`src/sv/dle_pkg.sv`:
```
// dle_pkg: shared constants, codes and a control struct for the deque list engine
// used by dle_ctrl, dle_datapath, deque_list_engine_unit and its checker
package dle_pkg;

   localparam int DEPTH_DEFAULT = 16;
   localparam int WIDTH_DEFAULT = 32;

   localparam logic [3:0] ACT_PUSH_FRONT   = 4'd0;
   localparam logic [3:0] ACT_PUSH_BACK    = 4'd1;
   localparam logic [3:0] ACT_POP_FRONT    = 4'd2;
   localparam logic [3:0] ACT_POP_BACK     = 4'd3;
   localparam logic [3:0] ACT_READ_AT      = 4'd4;
   localparam logic [3:0] ACT_REMOVE_AT    = 4'd5;
   localparam logic [3:0] ACT_INSERT_AT    = 4'd6;
   localparam logic [3:0] ACT_FIND_REMOVE  = 4'd7;
   localparam logic [3:0] ACT_ORDERED_INS  = 4'd8;

   localparam logic [2:0] ST_OK       = 3'd0;
   localparam logic [2:0] ST_EMPTY    = 3'd1;
   localparam logic [2:0] ST_RANGE    = 3'd2;
   localparam logic [2:0] ST_FULL     = 3'd3;
   localparam logic [2:0] ST_NOTFOUND = 3'd4;

   // controller to datapath
   typedef struct packed {
      logic load;       // capture request fields
      logic scan_rd;    // issue read of entry at scan index
      logic scan_step;  // advance scan index
      logic shift_rd;   // issue read for shift move
      logic shift_wr;   // write shifted entry, step shift index
      logic ins_wr;     // write new value at target
      logic end_rd;     // read front or back for refresh
      logic end_cap;    // capture end value
      logic res_cap;    // capture result value from read data
   } dle_cmd_type;

endpackage

```
`src/sv/dle_datapath.sv`:
```
// dle_datapath: entry memory, count, scan and shift indexes, result registers
// depends on dle_pkg; driven by dle_ctrl through plain command signals
module dle_datapath #(
   parameter int DEPTH = dle_pkg::DEPTH_DEFAULT,
   parameter int WIDTH = dle_pkg::WIDTH_DEFAULT,
   parameter int AW    = $clog2(DEPTH),
   parameter int CW    = $clog2(DEPTH + 1)
) (
   input  logic                 clock,
   input  logic                 reset,
   input  logic                 load,
   input  logic [WIDTH-1:0]     value,
   input  logic [CW-1:0]        idx_set,     // index to start scan or shift at
   input  logic                 idx_load,
   input  logic                 idx_inc,
   input  logic                 idx_dec,
   input  logic                 rd_en,
   input  logic [AW-1:0]        rd_addr,
   input  logic                 wr_en,
   input  logic                 wr_sel_val,  // write request value instead of read data
   input  logic [AW-1:0]        wr_addr,
   input  logic                 cnt_inc,
   input  logic                 cnt_dec,
   input  logic                 res_cap,
   input  logic                 res_clr,
   input  logic                 front_cap,
   input  logic                 back_cap,
   output logic [CW-1:0]        idx,
   output logic [CW-1:0]        cnt,
   output logic                 rd_eq,
   output logic                 rd_less,
   output logic [WIDTH-1:0]     res,
   output logic [WIDTH-1:0]     front,
   output logic [WIDTH-1:0]     back
);
   logic [WIDTH-1:0] mem [DEPTH];
   logic [WIDTH-1:0] rd_ff, val_ff, res_ff, front_ff, back_ff;
   logic [CW-1:0]    idx_ff, cnt_ff;

   always_ff @(posedge clock) begin
      if (wr_en) begin
         mem[wr_addr] <= wr_sel_val ? val_ff : rd_ff;
      end
      if (rd_en) begin
         rd_ff <= mem[rd_addr];
      end
      if (load) begin
         val_ff <= value;
      end
      if (res_clr) begin
         res_ff <= '0;
      end else if (res_cap) begin
         res_ff <= rd_ff;
      end
      if (front_cap) begin
         front_ff <= rd_ff;
      end
      if (back_cap) begin
         back_ff <= rd_ff;
      end
   end

   always_ff @(posedge clock) begin
      if (reset) begin
         cnt_ff <= '0;
         idx_ff <= '0;
      end else begin
         if (cnt_inc) begin
            cnt_ff <= cnt_ff + 1'b1;
         end else if (cnt_dec) begin
            cnt_ff <= cnt_ff - 1'b1;
         end
         if (idx_load) begin
            idx_ff <= idx_set;
         end else if (idx_inc) begin
            idx_ff <= idx_ff + 1'b1;
         end else if (idx_dec) begin
            idx_ff <= idx_ff - 1'b1;
         end
      end
   end

   assign idx     = idx_ff;
   assign cnt     = cnt_ff;
   assign rd_eq   = (rd_ff == val_ff);
   assign rd_less = $signed(rd_ff) < $signed(val_ff);
   assign res     = res_ff;
   assign front   = (cnt_ff == '0) ? '0 : front_ff;
   assign back    = (cnt_ff == '0) ? '0 : back_ff;
endmodule

```
`src/sv/dle_ctrl.sv`:
```
// dle_ctrl: sequencer for one list operation at a time
// depends on dle_pkg; drives dle_datapath commands, owns the handshake
module dle_ctrl #(
   parameter int DEPTH = dle_pkg::DEPTH_DEFAULT,
   parameter int AW    = $clog2(DEPTH),
   parameter int CW    = $clog2(DEPTH + 1)
) (
   input  logic           clock,
   input  logic           reset,
   input  logic           req_valid,
   output logic           req_stall,
   input  logic [3:0]     req_action,
   input  logic [4:0]     req_position,
   output logic           rsp_valid,
   input  logic           rsp_stall,
   output logic [2:0]     rsp_status,
   input  logic [CW-1:0]  idx,
   input  logic [CW-1:0]  cnt,
   input  logic           rd_eq,
   input  logic           rd_less,
   output logic           load,
   output logic [CW-1:0]  idx_set,
   output logic           idx_load,
   output logic           idx_inc,
   output logic           idx_dec,
   output logic           rd_en,
   output logic [AW-1:0]  rd_addr,
   output logic           wr_en,
   output logic           wr_sel_val,
   output logic [AW-1:0]  wr_addr,
   output logic           cnt_inc,
   output logic           cnt_dec,
   output logic           res_cap,
   output logic           res_clr,
   output logic           front_cap,
   output logic           back_cap
);
   localparam logic [3:0] S_IDLE   = 4'd0;
   localparam logic [3:0] S_DECIDE = 4'd1;
   localparam logic [3:0] S_FIND   = 4'd2;  // read idx
   localparam logic [3:0] S_FCHK   = 4'd3;  // compare read data
   localparam logic [3:0] S_RES    = 4'd4;  // read target for result
   localparam logic [3:0] S_RESC   = 4'd5;
   localparam logic [3:0] S_RMRD   = 4'd6;  // remove: read idx+1
   localparam logic [3:0] S_RMWR   = 4'd7;  // remove: write idx
   localparam logic [3:0] S_INRD   = 4'd8;  // insert: read idx-1
   localparam logic [3:0] S_INWR   = 4'd9;  // insert: write idx
   localparam logic [3:0] S_INPUT  = 4'd10; // write value at idx
   localparam logic [3:0] S_FRD    = 4'd11; // refresh front
   localparam logic [3:0] S_FCAP   = 4'd12;
   localparam logic [3:0] S_BCAP   = 4'd13;
   localparam logic [3:0] S_RSP    = 4'd14;

   logic [3:0]    state_ff, state_in;
   logic [3:0]    act_ff;
   logic [4:0]    pos_ff;
   logic [2:0]    st_ff, st_in;
   logic [CW-1:0] tgt_ff, tgt_in;
   logic          find_ph_ff, find_ph_in; // 0 front/back probe, 1 middle scan
   logic          full, empty;
   logic [CW:0]   pos_x, cnt_x;

   assign full  = (cnt == CW'(DEPTH));
   assign empty = (cnt == '0);
   assign pos_x = (CW+1)'(pos_ff);
   assign cnt_x = (CW+1)'(cnt);

   always_ff @(posedge clock) begin
      if (reset) begin
         state_ff   <= S_IDLE;
         st_ff      <= dle_pkg::ST_OK;
         tgt_ff     <= '0;
         find_ph_ff <= 1'b0;
      end else begin
         state_ff   <= state_in;
         st_ff      <= st_in;
         tgt_ff     <= tgt_in;
         find_ph_ff <= find_ph_in;
      end
      if (load) begin
         act_ff <= req_action;
         pos_ff <= req_position;
      end
   end

   assign req_stall  = (state_ff != S_IDLE);
   assign load       = req_valid && (state_ff == S_IDLE);
   assign rsp_valid  = (state_ff == S_RSP);
   assign rsp_status = st_ff;

   always_comb begin
      state_in   = state_ff;
      st_in      = st_ff;
      tgt_in     = tgt_ff;
      find_ph_in = find_ph_ff;
      idx_set    = '0;
      idx_load   = 1'b0;
      idx_inc    = 1'b0;
      idx_dec    = 1'b0;
      rd_en      = 1'b0;
      rd_addr    = AW'(idx);
      wr_en      = 1'b0;
      wr_sel_val = 1'b0;
      wr_addr    = AW'(idx);
      cnt_inc    = 1'b0;
      cnt_dec    = 1'b0;
      res_cap    = 1'b0;
      res_clr    = 1'b0;
      front_cap  = 1'b0;
      back_cap   = 1'b0;
      case (state_ff)
         S_IDLE: begin
            if (load) begin
               res_clr  = 1'b1;
               st_in    = dle_pkg::ST_OK;
               state_in = S_DECIDE;
            end
         end
         S_DECIDE: begin
            state_in = S_RSP;
            case (act_ff)
               dle_pkg::ACT_PUSH_FRONT, dle_pkg::ACT_PUSH_BACK,
               dle_pkg::ACT_INSERT_AT: begin
                  if (full) begin
                     st_in = dle_pkg::ST_FULL;
                  end else if (act_ff == dle_pkg::ACT_INSERT_AT && pos_x > cnt_x) begin
                     st_in = dle_pkg::ST_RANGE;
                  end else begin
                     tgt_in = (act_ff == dle_pkg::ACT_PUSH_FRONT) ? '0 :
                              (act_ff == dle_pkg::ACT_PUSH_BACK) ? cnt : CW'(pos_ff);
                     idx_set  = cnt;
                     idx_load = 1'b1;
                     state_in = S_INRD;
                  end
               end
               dle_pkg::ACT_POP_FRONT, dle_pkg::ACT_POP_BACK,
               dle_pkg::ACT_READ_AT, dle_pkg::ACT_REMOVE_AT: begin
                  if (empty) begin
                     st_in = dle_pkg::ST_EMPTY;
                  end else if ((act_ff == dle_pkg::ACT_READ_AT ||
                                act_ff == dle_pkg::ACT_REMOVE_AT) && pos_x >= cnt_x) begin
                     st_in = dle_pkg::ST_RANGE;
                  end else begin
                     idx_set  = (act_ff == dle_pkg::ACT_POP_FRONT) ? '0 :
                                (act_ff == dle_pkg::ACT_POP_BACK) ? cnt - 1'b1 : CW'(pos_ff);
                     idx_load = 1'b1;
                     state_in = S_RES;
                  end
               end
               dle_pkg::ACT_FIND_REMOVE: begin
                  if (empty) begin
                     st_in = dle_pkg::ST_NOTFOUND;
                  end else begin
                     find_ph_in = 1'b0;
                     idx_set    = '0;
                     idx_load   = 1'b1;
                     state_in   = S_FIND;
                  end
               end
               dle_pkg::ACT_ORDERED_INS: begin
                  if (full) begin
                     st_in = dle_pkg::ST_FULL;
                  end else begin
                     idx_set  = '0;
                     idx_load = 1'b1;
                     state_in = S_FIND;
                  end
               end
               default: begin
                  state_in = S_RSP;
               end
            endcase
         end
         S_FIND: begin
            if (act_ff == dle_pkg::ACT_ORDERED_INS && idx == cnt) begin
               // every entry smaller: append
               tgt_in   = cnt;
               idx_set  = cnt;
               idx_load = 1'b1;
               state_in = S_INRD;
            end else if (act_ff == dle_pkg::ACT_FIND_REMOVE && find_ph_ff &&
                         idx + 1'b1 >= cnt) begin
               st_in    = dle_pkg::ST_NOTFOUND;
               state_in = S_RSP;
            end else begin
               rd_en    = 1'b1;
               state_in = S_FCHK;
            end
         end
         S_FCHK: begin
            if (act_ff == dle_pkg::ACT_ORDERED_INS) begin
               if (!rd_less) begin
                  tgt_in   = idx;
                  idx_set  = cnt;
                  idx_load = 1'b1;
                  state_in = S_INRD;
               end else begin
                  idx_inc  = 1'b1;
                  state_in = S_FIND;
               end
            end else if (rd_eq) begin
               res_cap  = 1'b1;
               tgt_in   = idx;
               state_in = S_RMRD;
            end else if (!find_ph_ff && idx == '0) begin
               // front missed; probe back
               idx_set  = cnt - 1'b1;
               idx_load = 1'b1;
               state_in = (cnt == CW'(1)) ? S_RSP : S_FIND;
               if (cnt == CW'(1)) begin
                  st_in = dle_pkg::ST_NOTFOUND;
               end
               find_ph_in = (cnt == CW'(1)) ? 1'b0 : 1'b0;
               if (cnt != CW'(1)) begin
                  tgt_in = '1; // marks back probe
               end
            end else if (!find_ph_ff) begin
               // back missed; scan middle from index one
               find_ph_in = 1'b1;
               idx_set    = CW'(1);
               idx_load   = 1'b1;
               state_in   = S_FIND;
            end else begin
               idx_inc  = 1'b1;
               state_in = S_FIND;
            end
         end
         S_RES: begin
            rd_en    = 1'b1;
            state_in = S_RESC;
         end
         S_RESC: begin
            res_cap = 1'b1;
            if (act_ff == dle_pkg::ACT_READ_AT) begin
               state_in = S_FRD;
            end else begin
               state_in = S_RMRD;
            end
         end
         S_RMRD: begin
            if (idx + 1'b1 >= cnt) begin
               cnt_dec  = 1'b1;
               state_in = S_FRD;
            end else begin
               rd_en    = 1'b1;
               rd_addr  = AW'(idx + 1'b1);
               state_in = S_RMWR;
            end
         end
         S_RMWR: begin
            wr_en    = 1'b1;
            idx_inc  = 1'b1;
            state_in = S_RMRD;
         end
         S_INRD: begin
            if (idx == tgt_ff) begin
               state_in = S_INPUT;
            end else begin
               rd_en    = 1'b1;
               rd_addr  = AW'(idx - 1'b1);
               state_in = S_INWR;
            end
         end
         S_INWR: begin
            wr_en    = 1'b1;
            idx_dec  = 1'b1;
            state_in = S_INRD;
         end
         S_INPUT: begin
            wr_en      = 1'b1;
            wr_sel_val = 1'b1;
            cnt_inc    = 1'b1;
            state_in   = S_FRD;
         end
         S_FRD: begin
            rd_en    = 1'b1;
            rd_addr  = '0;
            state_in = S_FCAP;
         end
         S_FCAP: begin
            front_cap = 1'b1;
            rd_en     = 1'b1;
            rd_addr   = AW'(cnt - 1'b1);
            state_in  = S_BCAP;
         end
         S_BCAP: begin
            back_cap = 1'b1;
            state_in = S_RSP;
         end
         S_RSP: begin
            if (!rsp_stall) begin
               state_in = S_IDLE;
            end
         end
         default: begin
            state_in = S_IDLE;
         end
      endcase
   end
endmodule

```
`src/sv/deque_list_engine_unit.sv`:
```
// deque_list_engine_unit: top level of the bounded ordered deque engine
// depends on dle_pkg, dle_ctrl and dle_datapath
//
//   channel   dir   ports                                         handshake
//   request   in    req_action, req_value, req_position           req_valid / req_stall
//   response  out   rsp_result_value, rsp_status, rsp_count,      rsp_valid / rsp_stall
//                   rsp_front_value, rsp_back_value
//
// one request at a time; a refused request goes from the decide state straight to its
// response, otherwise the time grows with each entry scanned or shifted, as every
// step goes through the entry memory, which has one read port and one write port.
// after the response is taken the sequencer returns to idle, where the next request is taken.
// reset is synchronous and clears count and sequencer; entries stay undefined.
// a stalled response holds until taken; no new request is taken meanwhile.
module deque_list_engine_unit #(
   parameter int DEPTH = dle_pkg::DEPTH_DEFAULT,
   parameter int WIDTH = dle_pkg::WIDTH_DEFAULT
) (
   input  logic                    clock,
   input  logic                    reset,
   input  logic                    req_valid,
   output logic                    req_stall,
   input  logic [3:0]              req_action,
   input  logic signed [WIDTH-1:0] req_value,
   input  logic [4:0]              req_position,
   output logic                    rsp_valid,
   input  logic                    rsp_stall,
   output logic signed [WIDTH-1:0] rsp_result_value,
   output logic [2:0]              rsp_status,
   output logic [4:0]              rsp_count,
   output logic signed [WIDTH-1:0] rsp_front_value,
   output logic signed [WIDTH-1:0] rsp_back_value
);
   localparam int AW = $clog2(DEPTH);
   localparam int CW = $clog2(DEPTH + 1);

   logic          load, idx_load, idx_inc, idx_dec, rd_en, wr_en, wr_sel_val;
   logic          cnt_inc, cnt_dec, res_cap, res_clr, front_cap, back_cap;
   logic          rd_eq, rd_less;
   logic [CW-1:0] idx_set, idx, cnt;
   logic [AW-1:0] rd_addr, wr_addr;
   logic [WIDTH-1:0] res, front, back;

   dle_ctrl #(.DEPTH(DEPTH), .AW(AW), .CW(CW)) u_ctrl (
      .clock, .reset, .req_valid, .req_stall, .req_action, .req_position,
      .rsp_valid, .rsp_stall, .rsp_status, .idx, .cnt, .rd_eq, .rd_less,
      .load, .idx_set, .idx_load, .idx_inc, .idx_dec, .rd_en, .rd_addr,
      .wr_en, .wr_sel_val, .wr_addr, .cnt_inc, .cnt_dec, .res_cap, .res_clr,
      .front_cap, .back_cap
   );

   dle_datapath #(.DEPTH(DEPTH), .WIDTH(WIDTH), .AW(AW), .CW(CW)) u_dp (
      .clock, .reset, .load, .value(req_value), .idx_set, .idx_load, .idx_inc,
      .idx_dec, .rd_en, .rd_addr, .wr_en, .wr_sel_val, .wr_addr, .cnt_inc,
      .cnt_dec, .res_cap, .res_clr, .front_cap, .back_cap, .idx, .cnt,
      .rd_eq, .rd_less, .res, .front, .back
   );

   assign rsp_result_value = res;
   assign rsp_count        = 5'(cnt);
   assign rsp_front_value  = front;
   assign rsp_back_value   = back;
endmodule

```
`config.mk`:
```
export PLATFORM = sky130hd
export DESIGN_NAME = deque_list_engine_unit
export DESIGN_NICKNAME = d
export VERILOG_FILES = /design/src/sv/dle_pkg.sv /design/src/sv/dle_datapath.sv /design/src/sv/dle_ctrl.sv /design/src/sv/deque_list_engine_unit.sv
export SDC_FILE = /design/constraint.sdc
export NUM_CORES = 1
export LEC_CHECK = 0
export ABC_AREA = 1
export BUFFER_PORTS_ARGS = -buffer_cell sky130_fd_sc_hd__clkbuf_2
export CAP_MARGIN = 20
export CORE_MARGIN = 1
export CORE_UTILIZATION = 62
export DETAILED_ROUTE_END_ITERATION = 16
export PLACE_DENSITY = 0.8
export SYNTH_ARGS = -nofsm -noshare
export SYNTH_HDL_FRONTEND = slang
export SYNTH_SLANG_ARGS = --single-unit
```
`constraint.sdc`:
```
create_clock -name clock -period 3.8 [get_ports clock]
set_input_delay 0.57 -clock clock [delete_from_list [all_inputs] [get_ports clock]]
set_output_delay 0.57 -clock clock [all_outputs]
set_load 0.01 [all_outputs]
```
==> results.md <==
* Outcome: finished clean
* Critical path capture point type: flop
* Final hold violation count at 0
* Largest net degree at the start of global routing at around 140
* Clock Tree Root: clkbuf_16
* Area of the die at a little over 50000 µm²
* Worst endpoint required time at 4.26 ns
* Total grt overflow at 0
* Number of enable flip-flop cells after synthesis at between 600 and 700
* Hold Path Class: input pin to flop
* Pre-Repair DR Iteration Count at 8
* Ports at ~150
* Critical R2R Launch: u_dp.idx[0]
* Row cnt at 82
* Area of the mapped netlist at approximately 31000 µm²
* DR iter-0 viols at around 3200
* Slew @ Worst Pin at 1.09 ns
* Reg2reg end: u_dp.rd_ff[7]
* R2R cell count at 17
* Clock slew at reported path FFs at 0.07 ns
* Register share of total power at 34.7%
* Clock sink total at ~700
* Core area at approximately 50000 µm²
* RSZ-0062 raised after global routing: yes
* Max_slew headroom at a little over a quarter
* Min-delay src: req_value[27]
* Gpl congestion at between 0.9 and 1
* Worst-path maximum fanout at 135
* Synth top cells by count: nand2_1, edfxtp_1, nand3_1, inv_1, buf_2
* Hold endpoint: u_dp.val_ff[27]
* Worst path cell trace: ha_1 > xnor2_1 > inv_1 > ha_1 > a21o_1 > a21oi_1 > nand2_1 > nand2_1 > nand3_2 > nand2_8 > buf_16 > nand3_1 > nand2_1 > nand2_1 > nand3_1 > nand3_1 > nand2_1
* Sw Pwr at 13.4 mW
* Worst IR Drop VDD at about 0.00056 V
* Startpoint types: flop
* Kind of critical path: flop to flop
* # diodes at 0
* Initial antenna violation count at 1
* Starting density of the core at a little over three fifths
* Sequential-to-total area share from yosys stat at between 60% and 70%
* Drt via density at approximately 6.1
* TritonCTS Buffers at 73
* Slew Viols, Final at 0
* Layout area overhead at 14.1%
* Cells after Synth at between 3000 and 4000
* CTS tree: done
* Combinational Power Share at 43.6%
* WHS Path Cells at 1
* Most frequent CP cell: nand2_1
* Lkg Pwr at between 10 and 15 nW
* Critical path arrival at roughly 4 ns
* Final Critical Period at between 3 and 4 ns
* Number of synthesized register bits at 704
* Worst Skew at roughly 0.017 ns
* Final non-filler cell total at roughly 4000
* PortBufs at 150
* GRT Util Overall at between 30% and 40%
* Chip Width at between 200 and 250 µm
* Worst-Skew Late Latency at 0.61 ns
* H-tree Lvls at 3
* Residual DRC at 0
* Pwr dens at approximately 900 nW/µm²
* Tcrit/Tclk final at between 90 and 100%
* FILL cells at about 3400
* Placed wire-length estimate at roughly 53000 µm
* Syn. warnings at 0
* Top-area cell type share of the netlist area at approximately 62%
* Top cells by area, synth: edfxtp_1, nand2_1, nand3_1
* Routed Antenna Nets at 0
* Post-synth top area cell: edfxtp_1
* Synth cell types at 45
* Hold Buf Count CTS at 0
* Syn Area/Cell at between 10 and 15 µm²
* Design area at 35800 µm²
* DR vias at between 20000 and 25000
* Final setup viols at 0
* Clock Path Buffers at 3
* Reg-to-reg slack, setup at ~0.23 ns
* Vias in the first global route at between 20000 and 25000
* Syn nets at approximately 3200
* Layout cells sized above 1 at between 10 and 15%
* Ys flop type: edfxtp_1
* Nets at 3355
* Max Cap Viol at 0
* Dpl cell area at approximately 33000 µm²
* WL final at between 80000 and 90000 µm
* Inst Count DP at 3855
* First-pass GRT wire length at ~130000 µm
* Slowest stage delay, CP at 0.39 ns
* Net Sw Frac at around two fifths
* Internal cell power at around 19 mW
* Max Clk Rate at 0.280 GHz
* Die height at ~230 µm
* Post-synth ARST share at 0%
* Count leader, synth: nand2_1
* Postcts setup bufs at 0
* Clock power share at between 20% and 30%
* CTS-repair resized insts at 0
* Worst path slowest cell: buf_16
* Routed len/inst at roughly 22 µm
-- critical path: cells and delay by family (launching register included) --
kind	cells	cell delay, ns
simple gates	10	1.26
fa+ha+maj	2	0.56
buf+inv	2	0.49
compound gates	2	0.37
flops	1	0.36
xor+xnor	1	0.22
-- area by class of cell --
| type | instances | area [µm²] | area share (%) |
|---|---|---|---|
| Inverter | 242 | 908 | 2.54 |
| Timing Repair Buffer | 273 | 1970 | 5.50 |
| Multi-Input combinational cell | 1966 | 9160 | 25.6 |
| Sequential cell | 704 | 20600 | 57.5 |
| Clock inverter | 37 | 324 | 0.905 |
| Clock buffer | 97 | 2000 | 5.59 |
| Tap cell | 672 | 841 | 2.35 |
-- stage by stage --
stage                     hold slack, ns  total power, mW  setup TNS (ns)  setup slack [ns]  utilization, %
after floorplan                    0.445             20.0               0             0.634               -
after global placement             0.449             24.4               0             0.283            66.7
after detailed placement           0.453             24.8               0             0.154            66.7
after CTS                          0.115             31.9               0             0.129            71.3
after global routing               0.120             34.0         -0.0359           -0.0254            71.5
final                              0.133             32.3               0             0.234            71.5
-- cells in the final DEF (no fill, tap or decap), types with 4 or more instances in the layout --
master         n
o2111ai_1      6
o21ai_0       70
buf_4        101
buf_12        17
clkbuf_1      19
nand2_1     1058
clkinvlp_4     4
o21ai_1        4
inv_2         13
clkinv_1      32
a21oi_1       75
ha_1          50
nand4_1        9
a211oi_1       4
clkbuf_16     77
nor3_1         9
clkbuf_2     150
nand3b_1      34
dfxtp_1       51
edfxtp_1     649
bufinv_16      5
inv_1        212
nor2_4         4
clkinv_2       9
xnor2_1        5
o211ai_1       4
xor2_1        12
o22ai_1        9
nand3_1      484
nor2_1        95
dfxtp_2        4
-- flip-flops by register name, indices dropped and copies added, names as in the netlist --
signal	count
u_dp.val_ff	32
u_dp.cnt	5
u_ctrl.find_ph_ff	1
u_dp.idx	5
u_ctrl.act_ff	4
u_ctrl.state_ff	4
u_dp.mem	512
u_dp.rd_ff	32
u_ctrl.pos_ff	5
u_ctrl.tgt_ff	5
u_dp.back_ff	32
u_dp.front_ff	32
u_dp.res	32
u_ctrl.rsp_status	3
-- kinds of logic after synthesis --
group           Yosys count  synth area share, %
flops                   704                 65.7
compound gates          187                 3.31
simple gates           1712                 23.2
xor+xnor                 17                0.475
fa+ha+maj                50                 1.99
buf+inv                 406                 5.39
-- worst max path at each step --
stage                         end  depth (start not counted)   startpoint
global placement    u_dp.rd_ff[5]                         17  u_dp.idx[1]
floorplan           u_dp.rd_ff[0]                         12  u_dp.idx[0]
detailed placement  u_dp.rd_ff[5]                         17  u_dp.idx[1]
global route        u_dp.rd_ff[5]                         16  u_dp.idx[0]
CTS                 u_dp.rd_ff[5]                         17  u_dp.idx[0]
finish              u_dp.rd_ff[7]                         17  u_dp.idx[0]
-- power by group through the flow --
stage	clock [mW]	combinational (mW)	sequential [mW]
global placement	0	13.1	11.3
floorplan	0	9.01	11.0
detailed placement	0	13.6	11.3
global route	7.32	15.4	11.2
finish	7.00	14.1	11.2
CTS	7.02	13.7	11.1
-- per-layer routing --
metal | global-route usage [%] | share of wire (%)
met5 | 0 | 0.034
met1 | 47.3 | 39
met4 | 12.0 | 3.2
met2 | 52.5 | 46
met3 | 7.44 | 12
Note: power is estimated with default switching activity, not from simulation.
